--- config.mk ---
export PLATFORM = sky130hd
export DESIGN_NAME = positional_list_engine
export DESIGN_NICKNAME = d
export VERILOG_FILES = /design/src/hdl/ple_pkg.sv /design/src/hdl/positional_list_engine.sv /design/src/hdl/ple_ram.sv
export SDC_FILE = /design/constraint.sdc
export NUM_CORES = 1
export LEC_CHECK = 0
export BUFFER_PORTS_ARGS = -buffer_cell sky130_fd_sc_hd__buf_2
export CORE_ASPECT_RATIO = 0.7
export CORE_MARGIN = 8
export CORE_UTILIZATION = 60
export DETAILED_ROUTE_END_ITERATION = 12
export PLACE_DENSITY = 0.82
export SYNTH_ARGS = -nofsm -noshare
export SYNTH_HDL_FRONTEND = slang
export SYNTH_SLANG_ARGS = --single-unit
--- constraint.sdc ---
create_clock -name clk -period 11.4 [get_ports clk]
set_input_delay 1.71 -clock clk [delete_from_list [all_inputs] [get_ports clk]]
set_output_delay 1.71 -clock clk [all_outputs]
set_load 0.01 [all_outputs]
--- src/hdl/ple_pkg.sv ---
// Shared constants, codes and types for the positional list engine.
`timescale 1ns / 1ps

package ple_pkg;

	localparam int CAPACITY = 32;
	localparam int ADDR_W   = $clog2(CAPACITY);
	localparam int CNT_W    = $clog2(CAPACITY + 1);
	localparam int VAL_W    = 32;
	localparam int IDX_W    = 6;
	localparam int POS_W    = 8;
	localparam int ACT_W    = 3;
	localparam int ST_W     = 3;

	typedef enum logic [ACT_W-1:0] {
		A_INS_HEAD = 3'd0,
		A_INS_TAIL = 3'd1,
		A_INS_AT   = 3'd2,
		A_DEL_HEAD = 3'd3,
		A_DEL_TAIL = 3'd4,
		A_DEL_AT   = 3'd5,
		A_READ_ALL = 3'd6
	} action_t;

	typedef enum logic [ST_W-1:0] {
		ST_OK      = 3'd0,
		ST_EMPTY   = 3'd1,
		ST_INVALID = 3'd2,
		ST_RANGE   = 3'd3,
		ST_FULL    = 3'd4
	} status_t;

	typedef struct packed {
		logic              en;
		logic [ADDR_W-1:0] addr;
		logic [VAL_W-1:0]  data;
	} ram_wr_t;

endpackage

--- src/hdl/positional_list_engine.sv ---
// Top level of the positional list engine: decode, shift sequencer and result register.
`timescale 1ns / 1ps

// An ordered list of up to CAPACITY signed 32-bit words held in one on-chip
// memory. A command is taken at a clock edge with start high and busy low.
// Every command that gives a result gives it on the strobe, for exactly one
// cycle, with no way for the receiver to hold it off. A rejected command
// (full, empty, bad or out-of-range position) or a read-out of an empty list
// answers in the cycle after it is taken and leaves busy low, so the next
// command may follow at once; an unused action code is dropped silently.
// An insert at zero-based slot p moves the count-p words above it one place
// up, a delete at slot p moves the count-p-1 words above it one place down;
// the memory has one read and one write port, so one word moves per cycle
// and busy stays high until the shift has drained. The status result is
// strobed at the edge at which busy falls. A read-out streams one word per
// cycle, with last set on the final word; busy stays high until the final
// word has been read from the memory.
// The store needs no clearing pass: only words below the count are read.

module positional_list_engine (
	input  logic                        clk,
	input  logic                        arst_n,
	input  logic                        start,
	output logic                        busy,
	input  logic [ple_pkg::ACT_W-1:0]   action,
	input  logic signed [ple_pkg::VAL_W-1:0] value,
	input  logic [ple_pkg::POS_W-1:0]   position,
	output logic                        strobe,
	output logic [ple_pkg::ST_W-1:0]    status,
	output logic signed [ple_pkg::VAL_W-1:0] value_res,
	output logic [ple_pkg::IDX_W-1:0]   index,
	output logic                        last
);
	import ple_pkg::*;

	// One-hot sequencer states.
	typedef enum logic [3:0] {
		S_IDLE = 4'b0001,
		S_INS  = 4'b0010,
		S_DEL  = 4'b0100,
		S_DUMP = 4'b1000
	} state_t;

	state_t            state_q;
	logic [CNT_W-1:0]  count_q;   // words stored
	logic [CNT_W-1:0]  moves_q;   // memory reads still to issue
	logic [ADDR_W-1:0] rd_q;      // next read address
	logic [ADDR_W-1:0] slot_q;    // slot that receives the inserted word
	logic [VAL_W-1:0]  val_q;     // word to insert

	// Stage 1: a read issued last cycle, its data now on the RAM output.
	logic              pend_s1;
	logic [ADDR_W-1:0] addr_s1;

	logic [ST_W-1:0]   status_q;
	logic [VAL_W-1:0]  value_res_q;
	logic [IDX_W-1:0]  index_q;
	logic              last_q;
	logic              strobe_q;

	logic [VAL_W-1:0]  rd_data;
	ram_wr_t           wr;

	// Decode of the command on the input ports.
	logic              accept;
	logic              dec_emit;
	logic [ST_W-1:0]   dec_status;
	state_t            dec_state;
	logic [CNT_W-1:0]  dec_moves;
	logic [ADDR_W-1:0] dec_rd;
	logic [ADDR_W-1:0] dec_slot;
	logic [CNT_W-1:0]  ins_p;
	logic [CNT_W-1:0]  del_p;
	logic [POS_W-1:0]  pos_m1;
	logic              full;
	logic              empty;
	logic              pos_zero;
	logic              ins_range;
	logic              del_range;

	// Sequencer events.
	logic              issue;
	logic              done;
	logic              dump_out;

	assign busy   = (state_q != S_IDLE);
	assign accept = start && !busy;

	assign full      = (count_q == CNT_W'(CAPACITY));
	assign empty     = (count_q == '0);
	assign pos_zero  = (position == '0);
	assign pos_m1    = position - POS_W'(1);
	assign ins_range = ({1'b0, position} > ((POS_W + 1)'(count_q) + (POS_W + 1)'(1)));
	assign del_range = ((POS_W + 1)'(position) > (POS_W + 1)'(count_q));

	always_comb begin
		ins_p = '0;
		del_p = '0;
		if (action == A_INS_TAIL) begin
			ins_p = count_q;
		end else if (action == A_INS_AT) begin
			ins_p = pos_m1[CNT_W-1:0];
		end
		if (action == A_DEL_TAIL) begin
			del_p = count_q - CNT_W'(1);
		end else if (action == A_DEL_AT) begin
			del_p = pos_m1[CNT_W-1:0];
		end
	end

	always_comb begin
		dec_emit   = 1'b0;
		dec_status = ST_OK;
		dec_state  = S_IDLE;
		dec_moves  = '0;
		dec_rd     = '0;
		dec_slot   = '0;
		unique case (action)
			A_INS_HEAD, A_INS_TAIL, A_INS_AT: begin
				if (action == A_INS_AT && pos_zero) begin
					dec_emit   = 1'b1;
					dec_status = ST_INVALID;
				end else if (full) begin
					dec_emit   = 1'b1;
					dec_status = ST_FULL;
				end else if (action == A_INS_AT && ins_range) begin
					dec_emit   = 1'b1;
					dec_status = ST_RANGE;
				end else begin
					// Move words from the top down to the slot, then write.
					dec_state = S_INS;
					dec_moves = count_q - ins_p;
					dec_rd    = ADDR_W'(count_q - CNT_W'(1));
					dec_slot  = ins_p[ADDR_W-1:0];
				end
			end
			A_DEL_HEAD, A_DEL_TAIL, A_DEL_AT: begin
				if (empty) begin
					dec_emit   = 1'b1;
					dec_status = ST_EMPTY;
				end else if (action == A_DEL_AT && pos_zero) begin
					dec_emit   = 1'b1;
					dec_status = ST_INVALID;
				end else if (action == A_DEL_AT && del_range) begin
					dec_emit   = 1'b1;
					dec_status = ST_RANGE;
				end else begin
					// Close the gap: move the words above the slot down by one.
					dec_state = S_DEL;
					dec_moves = count_q - CNT_W'(1) - del_p;
					dec_rd    = ADDR_W'(del_p + CNT_W'(1));
				end
			end
			A_READ_ALL: begin
				if (empty) begin
					dec_emit   = 1'b1;
					dec_status = ST_EMPTY;
				end else begin
					dec_state = S_DUMP;
					dec_moves = count_q;
				end
			end
			default: begin
				// Unused code: drop the command.
			end
		endcase
	end

	assign issue    = busy && (moves_q != '0);
	assign done     = busy && (moves_q == '0) && !pend_s1;
	assign dump_out = (state_q == S_DUMP) && pend_s1;

	// Write port: a moved word has priority; the new word goes in once the
	// shift has drained, which is the cycle that also ends the command.
	always_comb begin
		wr = '0;
		if (pend_s1 && state_q == S_INS) begin
			wr.en   = 1'b1;
			wr.addr = addr_s1 + ADDR_W'(1);
			wr.data = rd_data;
		end else if (pend_s1 && state_q == S_DEL) begin
			wr.en   = 1'b1;
			wr.addr = addr_s1 - ADDR_W'(1);
			wr.data = rd_data;
		end else if (done && state_q == S_INS) begin
			wr.en   = 1'b1;
			wr.addr = slot_q;
			wr.data = val_q;
		end
	end

	ple_ram u_ram (
		.clk     (clk),
		.wr      (wr),
		.rd_en   (issue),
		.rd_addr (rd_q),
		.rd_data (rd_data)
	);

	// Control state.
	always_ff @(posedge clk or negedge arst_n) begin
		if (!arst_n) begin
			state_q  <= S_IDLE;
			count_q  <= '0;
			moves_q  <= '0;
			pend_s1  <= 1'b0;
			strobe_q <= 1'b0;
		end else begin
			pend_s1  <= issue;
			strobe_q <= (accept && dec_emit) || dump_out || (done && state_q != S_DUMP);
			unique case (state_q)
				S_IDLE: begin
					if (start) begin
						state_q <= dec_state;
						moves_q <= dec_moves;
					end
				end
				S_INS, S_DEL, S_DUMP: begin
					if (issue) begin
						moves_q <= moves_q - CNT_W'(1);
					end
					if (done) begin
						state_q <= S_IDLE;
						if (state_q == S_INS) begin
							count_q <= count_q + CNT_W'(1);
						end else if (state_q == S_DEL) begin
							count_q <= count_q - CNT_W'(1);
						end
					end
				end
				default: begin
					state_q <= S_IDLE;
				end
			endcase
		end
	end

	// Addresses and payload: no reset needed.
	always_ff @(posedge clk) begin
		if (accept) begin
			rd_q   <= dec_rd;
			slot_q <= dec_slot;
			val_q  <= value;
		end else if (issue) begin
			rd_q <= (state_q == S_INS) ? rd_q - ADDR_W'(1) : rd_q + ADDR_W'(1);
		end
		if (issue) begin
			addr_s1 <= rd_q;
		end
	end

	// Result register.
	always_ff @(posedge clk) begin
		if (accept && dec_emit) begin
			status_q    <= dec_status;
			value_res_q <= '0;
			index_q     <= '0;
			last_q      <= 1'b1;
		end else if (dump_out) begin
			status_q    <= ST_OK;
			value_res_q <= rd_data;
			index_q     <= IDX_W'(addr_s1);
			last_q      <= (moves_q == '0);
		end else if (done) begin
			status_q    <= ST_OK;
			value_res_q <= '0;
			index_q     <= '0;
			last_q      <= 1'b1;
		end
	end

	assign strobe    = strobe_q;
	assign status    = status_q;
	assign value_res = value_res_q;
	assign index     = index_q;
	assign last      = last_q;

endmodule

--- src/hdl/ple_ram.sv ---
// Entry store: single write port, single registered read port.
`timescale 1ns / 1ps

module ple_ram (
	input  logic                        clk,
	input  ple_pkg::ram_wr_t            wr,
	input  logic                        rd_en,
	input  logic [ple_pkg::ADDR_W-1:0]  rd_addr,
	output logic [ple_pkg::VAL_W-1:0]   rd_data
);
	import ple_pkg::*;

	logic [VAL_W-1:0] mem [CAPACITY];

	always_ff @(posedge clk) begin
		if (wr.en) begin
			mem[wr.addr] <= wr.data;
		end
	end

	always_ff @(posedge clk) begin
		if (rd_en) begin
			rd_data <= mem[rd_addr];
		end
	end

endmodule

; Word level (Yosys, flattened, before mapping)
; Memories as Yosys holds them, arrays and structs flattened. A register that Yosys moved wholly into a read port is not among the register bits.
; Cells that the tools add are included.
; Widths: inputs -> output; s select.
[totals]
inputBits = 46
reg_bits = 106
mem_bits_rw = 1024
memories = 1
[mem_list]
columns = name, depth, word_bits, read_ports, rd_clocked_by_memory_dff, write_ports, line_no
row1 = u_ram.mem, 32, 32, 1, 1, 1, ple_ram.sv:13  ; logic [VAL_W-1:0] mem [CAPACITY];
[classes]
n_eq_ne = 16
magnitude_cmp = 2
n_reduce_logical = 35
add_sub_neg = 12
bitwise_logic = 1
muxes = 68
[op_table]
columns = operator, n
row1 = $mux 38, 3
row2 = $mux 6, 15
row3 = $mux 32, 2
row4 = $mux 5, 11
row5 = $mux 3, 8
row6 = $pmux 6 s3, 1
row7 = $sub 6x1->6 const B, 3
row8 = $add 5x1->5 const B, 3
row9 = $logic_and 1x1->1, 14
row10 = $mux 2, 7
row11 = $logic_not 6->1, 2
row12 = $mux 1, 12
row13 = $mux 4, 3
row14 = $pmux 4 s3, 1
row15 = $pmux 6 s2, 1
row16 = $sub 6x6->6, 2
row17 = $pmux 5 s2, 1
row18 = $sub 5x1->5 const B, 2
row19 = $eq 3x3->1 const B, 3
row20 = $pmux 3 s3, 1
row21 = $reduce_or 3->1, 3
row22 = $gt 8x6->1, 1
row23 = $gt 8x7->1, 1
row24 = $logic_not 8->1, 1
row25 = 24 further kinds, 33

; Longest topological paths before layout
[depth]
word_depth = 10
depth_mapped = 13
mapped_depth_nobuf = 12

; Modules after synthesis
; A second synthesis with hierarchy kept.
[unflattened]
cells_unflattened = 2840
area_unflattened_um2 = 46915.0
[modules_own_cells]
columns = module, instances, cells_each, area_per_inst_um2
row1 = ple_ram, 1, 2260, 40812.9
row2 = positional_list_engine, 1, 580, 6102.1

; Worst setup path before layout
; OpenSTA, ideal clock, no wires.
[synth_timing]
kind = register to register
startpoint = reg addr_s1[0]
endpoint = mem u_ram.mem[24][0] (enable)
required_time_ns = 10.939
arrival_ns = 4.398
slack_ns = 6.541
stages_incl_launch_ff = 10
n_path_buf = 1
cell_sequence = edfxtp_1 > inv_1 > ha_1 > or3b_2 > a32oi_1 > o22ai_1 > a21o_1 > or3_1 > clkbuf_1 > nor3_1
[synth_via]
elab_chain_len = 3
word_cells_on_any_way = 4
[synth_lines]
columns = item, line_no
row1 = from (decl), positional_list_engine.sv:53  ; logic [ADDR_W-1:0] addr_s1;
row2 = from (signal assigned), positional_list_engine.sv:248  ; addr_s1 <= rd_q;
row3 = $sub 5x1->5, positional_list_engine.sv:183  ; wr.addr = addr_s1 - ADDR_W'(1);
row4 = $mux 38, positional_list_engine.sv:181  ; end else if (pend_s1 && state_q == S_DEL) begin
row5 = $mux 38 *, positional_list_engine.sv:177  ; if (pend_s1 && state_q == S_INS) begin
row6 = to (decl), ple_ram.sv:13
; Mark *: on every way between the ends. The rest lies on a longest branch, timed or not.

; Worst setup path after layout
[layout_timing]
startpoint = reg moves_q[0]
endpoint = mem u_ram.mem[14][14] (enable)
[layout_via]
elab_chain_len = 9
[layout_lines]
columns = item, line_no
row1 = from (decl), positional_list_engine.sv:46  ; logic [CNT_W-1:0] moves_q;
row2 = from (signal assigned), positional_list_engine.sv:215  ; moves_q <= dec_moves;
row3 = from (signal assigned), positional_list_engine.sv:220  ; moves_q <= moves_q - CNT_W'(1);
row4 = $logic_not 6->1 *, positional_list_engine.sv:170  ; assign done = busy && (moves_q == '0) && !pend_s1;
row5 = $logic_and 1x1->1 * (2 in series), positional_list_engine.sv:170
row6 = $logic_and 1x1->1 *, positional_list_engine.sv:185  ; end else if (done && state_q == S_INS) begin
row7 = $mux 38 *, positional_list_engine.sv:185
row8 = $mux 38 *, positional_list_engine.sv:181
row9 = $mux 38 *, positional_list_engine.sv:177
row10 = $mux 1, ple_ram.sv:16  ; if (wr.en) begin
row11 = $mux 1 (implied by the code), ple_ram.sv:17  ; mem[wr.addr] <= wr.data;
; Marked as above.

==> results.toml <==
[run_status]
status = "finished with violations"
violations = "design-rule violations"

[critical_path]
path_class = "reg -> reg"
end_kind = "flip-flop"
r2r-start = "moves_q[0]"
required_ns = 11.70
r2r_setup_slack_ns = 5.89
startpoint_type = "flip-flop"
reg2reg_depth = 10
cp.arrival_ns = 5.81
path_max_fanout = 42
r2r_end = "u_ram.mem[14][14]"

[place]
io_buffers = 88
place_congestion = 0.959
placed_area_um2 = 48000
post-place-cells = 3195
pre_cts_slack_ns = 6.05
hpwl_mm = 67.2

[timing]
post-route-period-util = 0.483
tns_ns = 0
period_minus_slack_ns = 5.51
hold_viol = 0
setup_violations = 0
max_slew_margin = 0.0710
slew_violations = 0
rsz0062_at_grt = "no"
fmax_mhz = 182
postLayoutSetupSlackWorst_ns = 5.89
finalClockSkew_ns = 0.0324
worst_slew_pin_slew_ns = 1.39

[finish]
fillers = 4449
syn2layout_area_growth_pct = 11.4
final_cell_count_no_fill = 3387
stdcell_area_um2 = 51400
final_nets = 2380
drive_gt1_frac = 0.296

[routing]
via_per_inst = 7.18
drtIter0Drc = 3966
dr_total_vias = 24300
drc_errors = 2
drt_wl_total_mm = 119
wl_per_cell_um = 35.1
drt_first_pass_iters = 11
ant_nets = 0

[clocking]
cts_setup_buffers = 0
clockBufferDepth = 3
clock_sinks = 1162
path_clk_slew_ns = 0.06
clockRootBuffer = "clkbuf_16"
h-tree-depth = 3
cts-buffers-inserted = 100
holdBufCountCts = 0
clk_latency_ns = 0.69
cts_tree = "done"
cts-resized-gates = 0

[synthesis]
ys_seq_area_frac = 0.746
synth_area_um2 = 46100
synth-edff-count = 1106
synth_ff_type = "edfxtp_1"
syn_avg_cell_area_um2 = 21.3
synth_fp_nets = 2253
async_reset_ff_frac = 0.0155
ys_ff_latch = 1162
ys_types = 76
syn_inst = 2170
ys_warn_count = 0

[power]
totalPowerFinal_uw = 11000
p_leak_uw = 0.0187
vdd_drop_max_mv = 0.227
power_density_nw_per_um2 = 213

[hold_path]
hold_class = "reg -> reg"
holdPathEnd = "value_res[31]"
hold_depth = 2
min-delay-start = "value_res[31]"

[floorplan]
die_h_um = 248
chipWidth_um = 347
ios = 90
initial_core_util = 0.603
core_um2 = 76500
rows = 85
dieArea_um2 = 86200

[global_route]
antenna_found_initial = 4
grt_pass1_wl_mm = 171
overflow = 0
grt_usage = 0.276
grt_max_degree = 150
grt_pass1_vias = 23600

[job]
max_cap_viol_count = 0
[layout by cell type, fill, tap and decap left out, types with 4 or more instances in the layout]
master | Yosys | final
xnor2_1 | 24 | 24
mux2_2 | 33 | 33
nor2_1 | 44 | 22
a22o_1 | 64 | 64
o211ai_1 | 11 | 11
nor3_2 | 1 | 13
dfrtp_1 | 17 | 17
clkbuf_1 | 74 | 22
dfxtp_1 | 38 | 38
mux4_2 | 320 | 320
inv_1 | 31 | 31
a21boi_0 | 5 | 5
nand2b_1 | 12 | 12
xor2_1 | 11 | 11
a22oi_1 | 7 | 7
nor2b_1 | 8 | 8
clkbuf_16 | 0 | 103
buf_4 | 3 | 55
o221ai_1 | 4 | 4
edfxtp_1 | 1106 | 1106
nor3_1 | 19 | 7
a31oi_1 | 7 | 7
ha_1 | 34 | 34
and3_1 | 39 | 39
a21oi_1 | 21 | 21
clkinv_2 | 0 | 24
o21ai_0 | 23 | 23
clkinv_1 | 1 | 16
nand2_1 | 49 | 49
bufinv_16 | 0 | 11
a21o_1 | 13 | 12
clkinvlp_4 | 0 | 6
nor2_4 | 1 | 23
o22ai_1 | 7 | 7
a32oi_1 | 8 | 8
buf_2 | 23 | 88
nand3_1 | 24 | 24
[flip-flops by register name, summed over array words and instances, names as in the netlist, 6 cells and up]
name	flops
u_ram.rd_data	32
val_q	32
moves_q	6
count_q	6
u_ram.mem	1024
value_res	32
[worst max-delay path by stage]
stage / startpoint / end / slack [ns] / depth (start not counted)
2_1_floorplan: addr_s1[0] / u_ram.mem[24][0] / 6.54 / 9
3_3_place_gp: moves_q[0] / u_ram.mem[31][4] / 6.25 / 9
3_5_place_dp: moves_q[0] / u_ram.mem[22][12] / 6.05 / 10
4_1_cts: moves_q[0] / u_ram.mem[22][27] / 6.03 / 10
5_1_grt: moves_q[0] / u_ram.mem[23][10] / 5.74 / 9
6_report: moves_q[0] / u_ram.mem[14][14] / 5.89 / 10
[worst max-delay path: stages, from the launching register on]
cell and delay (ns):
dfrtp_1 0.41, inv_1 0.07, ha_1 0.17, or4b_1 0.52, or4_2 1.07, nor2_4 0.27, buf_4 0.53, a22oi_2 0.23
nand2b_1 0.31, nand2b_1 0.45, nor2_4 1.02
[cell usage after synthesis (4+ instances only)]
cell type | n | share of area
a21boi_0 | 5 | 0.00081
a21o_1 | 13 | 0.0021
a21oi_1 | 21 | 0.0023
a22o_1 | 64 | 0.012
a22oi_1 | 7 | 0.0011
a31oi_1 | 7 | 0.00095
a32oi_1 | 8 | 0.0015
and2_1 | 4 | 0.00054
and3_1 | 39 | 0.0053
buf_1 | 21 | 0.0017
buf_2 | 23 | 0.0025
clkbuf_1 | 74 | 0.0060
dfrtp_1 | 17 | 0.0092
dfxtp_1 | 38 | 0.016
edfxtp_1 | 1106 | 0.72
ha_1 | 34 | 0.0092
inv_1 | 31 | 0.0025
mux2_2 | 33 | 0.0081
mux4_2 | 320 | 0.16
nand2_1 | 49 | 0.0040
nand2b_1 | 12 | 0.0016
nand3_1 | 24 | 0.0026
nor2_1 | 44 | 0.0036
nor2b_1 | 8 | 0.0011
nor3_1 | 19 | 0.0021
o211ai_1 | 11 | 0.0018
o21ai_0 | 23 | 0.0025
o221ai_1 | 4 | 0.00076
o22ai_1 | 7 | 0.00095
xnor2_1 | 24 | 0.0046
xor2_1 | 11 | 0.0021
[logic make-up (layout without fill, tap and decap cells)]
| logic type | after synthesis | in the layout | share of synthesized area |
|---|---|---|---|
| AOI/OAI and AO/OA | 196 | 196 | 0.0321 |
| xor gates and xnor gates | 35 | 35 | 0.00664 |
| adders and majority gates | 37 | 37 | 0.0105 |
| buffers and inverters | 154 | 368 | 0.0134 |
| DFF | 1162 | 1162 | 0.746 |
| muxes | 354 | 354 | 0.164 |
| other | 1 | 4 | 0.0000813 |
| and+or+nand+nor | 231 | 231 | 0.0268 |
[layout make-up]
type,instances,area (um^2),area share
Multi-Input combinational cell,854,11300,0.220
Clock buffer,127,2690,0.0523
Sequential cell,1162,34400,0.670
Antenna cell,3,7.51,0.000146
Clock inverter,62,659,0.0128
Tap cell,1000,1250,0.0243
Inverter,33,124,0.00241
Timing Repair Buffer,146,913,0.0178
[power by group]
| part | internal (uW) | total [uW] | switching, uW |
|---|---|---|---|
| registers | 4850 | 4990 | 142 |
| logic | 1060 | 2470 | 1410 |
| clock network | 1940 | 3500 | 1560 |
[per-stage QoR]
stage	utilization	hold WS [ns]
6_report	0.672	0.488
3_5_place_dp	0.628	0.480
3_3_place_gp	0.628	0.470
2_1_floorplan	-	0.424
4_1_cts	0.672	0.491
5_1_grt	0.672	0.517
[routing by layer]
| metal | GRT usage | part of all wire | up-vias |
|---|---|---|---|
| met5 | 0 | 0.00019 | - |
| met4 | 0.0804 | 0.034 | 4 |
| met3 | 0.0572 | 0.12 | 268 |
| met2 | 0.429 | 0.47 | 1991 |
| met1 | 0.404 | 0.38 | 12700 |
| li1 | - | - | 9381 |
(Power assumes the default switching activity.)
